`src/rtl/core/att_pkg.sv`:
```
package att_pkg;

  localparam int unsigned ScreenCols = 80;
  localparam int unsigned ScreenRows = 25;
  localparam int unsigned NumCells   = ScreenCols * ScreenRows;
  localparam int unsigned RowW       = 5;
  localparam int unsigned ColW       = 7;
  localparam int unsigned AddrW      = $clog2(NumCells);

  localparam logic [7:0] ByteEsc  = 8'h1B;
  localparam logic [7:0] ByteLf   = 8'h0A;
  localparam logic [7:0] ByteCr   = 8'h0D;
  localparam logic [7:0] ByteBs   = 8'h08;
  localparam logic [7:0] ByteSemi = 8'h3B;
  localparam logic [7:0] ByteZero = 8'h30;
  localparam logic [7:0] ByteNine = 8'h39;
  localparam logic [7:0] ByteLbr  = 8'h5B;
  localparam logic [7:0] ByteC    = 8'h63;
  localparam logic [7:0] ByteSpc  = 8'h20;

  localparam logic [7:0] FinA = 8'h41;
  localparam logic [7:0] FinB = 8'h42;
  localparam logic [7:0] FinC = 8'h43;
  localparam logic [7:0] FinD = 8'h44;
  localparam logic [7:0] FinE = 8'h45;
  localparam logic [7:0] FinF = 8'h46;
  localparam logic [7:0] FinG = 8'h47;
  localparam logic [7:0] FinH = 8'h48;
  localparam logic [7:0] FinLf = 8'h66;
  localparam logic [7:0] FinS = 8'h73;
  localparam logic [7:0] FinU = 8'h75;
  localparam logic [7:0] FinM = 8'h6D;

  localparam logic [7:0] SgrFg = 8'd30;
  localparam logic [7:0] SgrBg = 8'd40;

  typedef enum logic [1:0] {
    PmNormal = 2'd0,
    PmEsc    = 2'd1,
    PmCsi    = 2'd2
  } pmode_e;

  typedef struct packed {
    logic       func;
    logic [7:0] byte_in;
    logic [4:0] read_row;
    logic [6:0] read_col;
  } in_t;

  typedef struct packed {
    logic [7:0] cell_char;
    logic [7:0] cell_attr;
    logic [4:0] cursor_row_out;
    logic [6:0] cursor_col_out;
    logic [7:0] attr_out;
    logic       in_sequence;
  } out_t;

  typedef enum logic [3:0] {
    StIdle, StFeed, StRead, StReadWait, StScrRd, StScrWait, StScrWr,
    StZero, StClear, StOut
  } state_e;

  // controller to datapath
  typedef struct packed {
    logic load;      // capture input item
    logic feed;      // apply byte to registers
    logic rd_cell;   // issue read of addressed cell
    logic rd_take;   // latch read data into result
    logic scr_rd;    // scroll: read src = ptr + cols
    logic scr_wr;    // scroll: write ptr
    logic fill;      // write ptr with fill value
    logic ptr_clr;
    logic ptr_inc;
    logic fill_space;
  } cmd_t;

  // datapath to controller
  typedef struct packed {
    logic is_read;
    logic need_scroll;
    logic need_clear;
    logic ptr_row_last; // ptr in last row
    logic ptr_end;      // ptr at last cell
  } sts_t;

  function automatic logic [3:0] color_map(input logic [2:0] i, input logic br);
    logic [2:0] c;
    c = {i[0], i[1], i[2]};
    return {br, c};
  endfunction

endpackage

```
`src/rtl/core/att_ctrl.sv`:
```
module att_ctrl (
  input  logic          clk_i,
  input  logic          rst_ni,
  input  logic          in_valid_i,
  output logic          in_stall_o,
  output logic          out_valid_o,
  input  logic          out_stall_i,
  output logic          cfg_ready_o,
  input  att_pkg::sts_t sts_i,
  output att_pkg::cmd_t cmd_o
);
  import att_pkg::*;

  state_e state_q, state_d;

  always_ff @(posedge clk_i or negedge rst_ni) begin
    if (!rst_ni) begin
      state_q <= StClear;
    end else begin
      state_q <= state_d;
    end
  end

  always_comb begin
    state_d     = state_q;
    cmd_o       = '0;
    in_stall_o  = 1'b1;
    out_valid_o = 1'b0;
    cfg_ready_o = 1'b0;
    unique case (state_q)
      StIdle: begin
        in_stall_o  = 1'b0;
        cfg_ready_o = 1'b1;
        if (in_valid_i) begin
          cmd_o.load = 1'b1;
          state_d    = StFeed;
        end
      end
      StFeed: begin
        if (sts_i.is_read) begin
          state_d = StRead;
        end else begin
          cmd_o.feed    = 1'b1;
          cmd_o.ptr_clr = 1'b1;
          if (sts_i.need_clear) begin
            state_d = StClear;
          end else if (sts_i.need_scroll) begin
            state_d = StScrRd;
          end else begin
            state_d = StOut;
          end
        end
      end
      StRead: begin
        cmd_o.rd_cell = 1'b1;
        state_d       = StReadWait;
      end
      StReadWait: begin
        cmd_o.rd_take = 1'b1;
        state_d       = StOut;
      end
      StScrRd: begin
        if (sts_i.ptr_row_last) begin
          state_d = StZero;
        end else begin
          cmd_o.scr_rd = 1'b1;
          state_d      = StScrWait;
        end
      end
      StScrWait: state_d = StScrWr;
      StScrWr: begin
        cmd_o.scr_wr  = 1'b1;
        cmd_o.ptr_inc = 1'b1;
        state_d       = StScrRd;
      end
      StZero: begin
        cmd_o.fill    = 1'b1;
        cmd_o.ptr_inc = 1'b1;
        if (sts_i.ptr_end) state_d = StOut;
      end
      StClear: begin
        cmd_o.fill       = 1'b1;
        cmd_o.fill_space = 1'b1;
        cmd_o.ptr_inc    = 1'b1;
        if (sts_i.ptr_end) state_d = sts_i.need_clear ? StOut : StIdle;
      end
      StOut: begin
        out_valid_o = 1'b1;
        if (!out_stall_i) state_d = StIdle;
      end
      default: state_d = StIdle;
    endcase
  end

endmodule

```
`config.mk`:
```
export PLATFORM = sky130hd
export DESIGN_NAME = att_ctrl
export DESIGN_NICKNAME = d
export VERILOG_FILES = /design/src/rtl/core/att_pkg.sv /design/src/rtl/core/att_ctrl.sv
export SDC_FILE = /design/constraint.sdc
export NUM_CORES = 1
export LEC_CHECK = 0
export ABC_AREA = 1
export BUFFER_PORTS_ARGS = -buffer_cell sky130_fd_sc_hd__buf_2
export CAP_MARGIN = 20
export CORE_MARGIN = 2
export CORE_UTILIZATION = 25
export CTS_BUF_LIST = sky130_fd_sc_hd__clkbuf_4
export CTS_CLUSTER_DIAMETER = 80
export CTS_CLUSTER_SIZE = 12
export DETAILED_ROUTE_END_ITERATION = 8
export GPL_TIMING_DRIVEN = 0
export SETUP_SLACK_MARGIN = 0.1
export SLEW_MARGIN = 15
export SYNTH_ARGS = -nofsm -noshare
export SYNTH_HDL_FRONTEND = slang
export SYNTH_SLANG_ARGS = --single-unit
```
`constraint.sdc`:
```
create_clock -name clk_i -period 1.7 [get_ports clk_i]
set_clock_uncertainty 0.15 [all_clocks]
set_input_delay 0.34 -clock clk_i [delete_from_list [all_inputs] [get_ports clk_i]]
set_output_delay 0.34 -clock clk_i [all_outputs]
set_load 0.005 [all_outputs]
```
### Word-level counts from Yosys, hierarchy flattened

Cells that the tools add are included.

| storage, ports and cells | value |
|---|---|
| register bits after elaboration | 4 |
| input port bits | 9 |
| output and inout port bits | 13 |

| operators by class | value |
|---|---|
| equality and inequality tests | 13 |
| reduce and logical (&&, ||, !) cells | 4 |
| mux-type cells | 25 |

Operator list:

| kind | number |
|---|---|
| $pmux W4 S10 | 1 |
| $mux W4 | 8 |
| $eq A4 B3 Y1 const B | 4 |
| $mux W1 | 15 |
| $eq A4 B2 Y1 const B | 2 |
| $eq A4 B4 Y1 const B | 2 |
| $ne A2 B2 Y1 const B | 4 |
| $eq A4 B1 Y1 const B | 1 |
| $logic_not A4 Y1 | 1 |
| $reduce_and A4 Y1 | 1 |
| $reduce_or A3 Y1 | 1 |
| $mux W2 | 1 |
| $reduce_or A2 Y1 | 1 |

### Depth between registers and ports, before layout

| depth | value |
|---|---|
| word-level depth | 4 |
| mapped depth | 8 |

### Least setup slack after synthesis

OpenSTA, ideal clock, no wires.

| timing | value |
|---|---|
| path type | flip-flop to output port |
| start | register state_q[3] |
| end | output cmd_o[1] (netlist name) |
| data required time | 1.210 ns |
| cell stages (with the launch flop) | 5 |
| setup slack | 0.085 ns |
| path buffers | 0 |
| arrival | 1.125 ns |
| cells stage by stage | dfstp_2 -> inv_1 -> nand2_1 -> o21ai_2 -> or2_2 |

RTL lines:

| what | line | text |
|---|---|---|
| from (decl) | att_ctrl.sv:14 | `state_e state_q, state_d;` |
| from (signal assigned) | att_ctrl.sv:18 | `state_q <= StClear;` |
| from (signal assigned) | att_ctrl.sv:20 | `state_q <= state_d;` |
| to (decl) | att_ctrl.sv:10 | `output att_pkg::cmd_t cmd_o` |

==> run metrics <==
Worst Hold Class in -> reg; biggest area consumer among synthesized cells dfrtp_1; WP buf/inv 2; first-pass GRT wire length 2.132 mm; Crit-path slowest cell dfstp_2; Root Driver clkbuf_4; Post-synth EDFFs 0; # nets final 121; Crit Reg-Reg Startpoint state_q[3]; crit-path cells inv_4 > nand2_4 > nor3_2 > or2_4 > buf_6; Vias 612; First-pass DRT Iterations 4; top-area cell type share of the netlist area 18.52%; Seq cells post-synth 4; Crit Path Max Fanout 4; Clock Path Buffers 2; cell row count 14; max-slew violations 0; Via density 4.819; Setup crit end kind output port; Num CTS Buffers 3; Mapped Area 405.4 µm²; Ports 22; Post-Synthesis Cells 66; Synthesis Warnings 0; # H-tree levels 1; fraction of registers with async set/reset 100.0%; clk slew on worst S/H paths 0.04 ns; startpoint types register; WL per Instance 12.85 µm; detailed placement HPWL 845.4 µm; CP arrival 1.32 ns; pwr dens 1543 nW/µm²; biggest regs state_q x4; largest reg by FF count state_q; syn_area_per_cell 6.142 µm²; Crit path max-delay family flip-flops; Synth Net Count 75; Leak 0.4717 nW; Final Total Pwr 1.247 mW; CTS tree built; Inserted Diodes 0; layout cells sized above 1 62.16%; worst hold start sts_i[3]; peak supply drop 0.0007925 V; Die Span Y 44.27 µm; chip width 44.27 µm; core area 1506 µm²; number of global-route vias before repair 550; GRT overflow 0; max frequency 0.5529 GHz; Slew @ Worst Pin 0.2109 ns; Rel. slew slack 85.88%; die area 1960 µm²; DRT antenna net count 0; status finished with violations; Area contributors post-synth dfrtp_1 19%, nand2_1 15%, nand3_1 11%; failing checks setup timing; RSZ-0062 raised after global routing yes; register area share after synthesis 25.00%; crit-path max cell delay 0.55 ns; total clock sinks 4; port buffer count 21; CP Data Required Time 1.21 ns; largest net degree at the start of global routing 7; DP Worst Slack -0.03128 ns; Residual DRC 0; Layout fillers 141; Setup CP Type reg -> out; final period utilization 106.4%; Final min period 1.809 ns; Global Route Usage Sum 15.29%; critical path launch point state_q[3]; Iter 0 DRT Violations 16; Final Wtd Congestion 0.7863; Max-Cap Viols 0; clk_lat worst skew 0.24 ns; post-route setup slack -0.1086 ns; synth unique cells 20; ys flop type dfrtp_1; max reg flops 4; final core utilization 53.65%; initial antenna violation count 0; setup violators final 9; area grow syn2layout 99.38%; Initial Util 26.91%; final WL 1.632 mm; Hold Vio Cnt, Final 0
metal layers:
| layer | part of all wire (%) | track usage, % | vias to the layer above |
|---|---|---|---|
| met5 | 0 | 0 | - |
| met4 | 3.9 | 13.33 | 0 |
| met3 | 5.7 | 4.082 | 6 |
| met2 | 56 | 27.06 | 23 |
| met1 | 35 | 14.29 | 279 |
| li1 | - | - | 304 |
kinds of logic after synthesis:
logic type | count (synthesis) | synth area share [%]
AOI/OAI and AO/OA | 7 | 11.73
buffers and inverters | 14 | 13.89
DFF | 4 | 25.00
and+or+nand+nor | 41 | 49.38
cells in the mapped netlist (all sizes together), types with 2 or more instances:
cell,instances
nand2,16
inv,13
nor2,11
nand3,9
dfrtp,3
nor3,3
o21ai,3
o211ai,2
through the flow:
stage	hold slack (ns)	cells	cell area [µm²]	TNS [ns]
floorplan	-0.1056	66	407.9	0
global placement	-0.004625	103	533.0	-0.03766
detailed placement	-0.004236	103	533.0	-0.03986
CTS	0.2564	119	714.4	-0.4787
global route	0.3008	127	808.3	-1.120
finish	0.2917	127	808.3	-0.5050
cells in the final DEF (no fill, tap or decap):
| master | count |
|---|---|
| dlygate4sd3_1 | 1 |
| nor2_2 | 3 |
| nand2_4 | 2 |
| nor3_4 | 1 |
| nand2_1 | 13 |
| buf_4 | 17 |
| inv_2 | 2 |
| nand3_2 | 2 |
| clkbuf_4 | 4 |
| nor2_1 | 5 |
| o2111ai_1 | 1 |
| o21ai_2 | 2 |
| nand4_1 | 1 |
| inv_4 | 1 |
| buf_6 | 6 |
| buf_2 | 18 |
| nor2_4 | 3 |
| dfstp_2 | 1 |
| o211ai_1 | 2 |
| o21ai_0 | 1 |
| a21oi_1 | 1 |
| or2_4 | 1 |
| nand2_2 | 1 |
| nor3_2 | 2 |
| inv_1 | 10 |
| dfrtp_2 | 3 |
| nand3_1 | 7 |
power breakdown:
part	internal [mW]	switching (mW)	leakage (nW)
combinational	0.446	0.440	0.409
sequential	0.145	0.0699	0.0448
clock	0.104	0.0419	0.0184
total	0.695	0.552	0.472
layout make-up:
class | instances | area (µm²) | area share (%)
Timing Repair Buffer | 41 | 287.8 | 35.60
Clock buffer | 4 | 30.03 | 3.715
Inverter | 13 | 51.30 | 6.347
Tap cell | 16 | 20.02 | 2.477
Multi-Input combinational cell | 48 | 306.5 | 37.93
Buffer | 1 | 7.507 | 0.9288
Sequential cell | 4 | 105.1 | 13.00
final timing paths:
| kind | cells after the start | slack, ns | to |
|---|---|---|---|
| max in group asynchronous | 2 | 0.88 | state_q[3] |
| max reg2reg | 7 | 0.11 | state_q[0] |
| min reg2reg | 3 | 0.46 | state_q[3] |
| max | 5 | -0.11 | cmd_o[1] |
| min in group asynchronous | 2 | 0.31 | state_q[1] |
| min | 3 | 0.29 | state_q[2] |
worst register-to-register path, delay by kind of cell (launching register included):
family                 cells  cell delay, ns
flip-flops                 1            0.55
AND/OR/NAND/NOR            3            0.34
AO/OA/AOI/OAI              1            0.13
buffers and inverters      3            0.31
what timing repair did:
action	4_1_cts	5_1_grt
hold endpoints to repair	4	0
resized for setup	17	11
hold buffers	1	0
pin swaps	4	6
buffers inserted	11	8
endpoints found under the setup margin	13	15
gates cloned	0	0
Note: power is estimated with default switching activity, not from simulation.
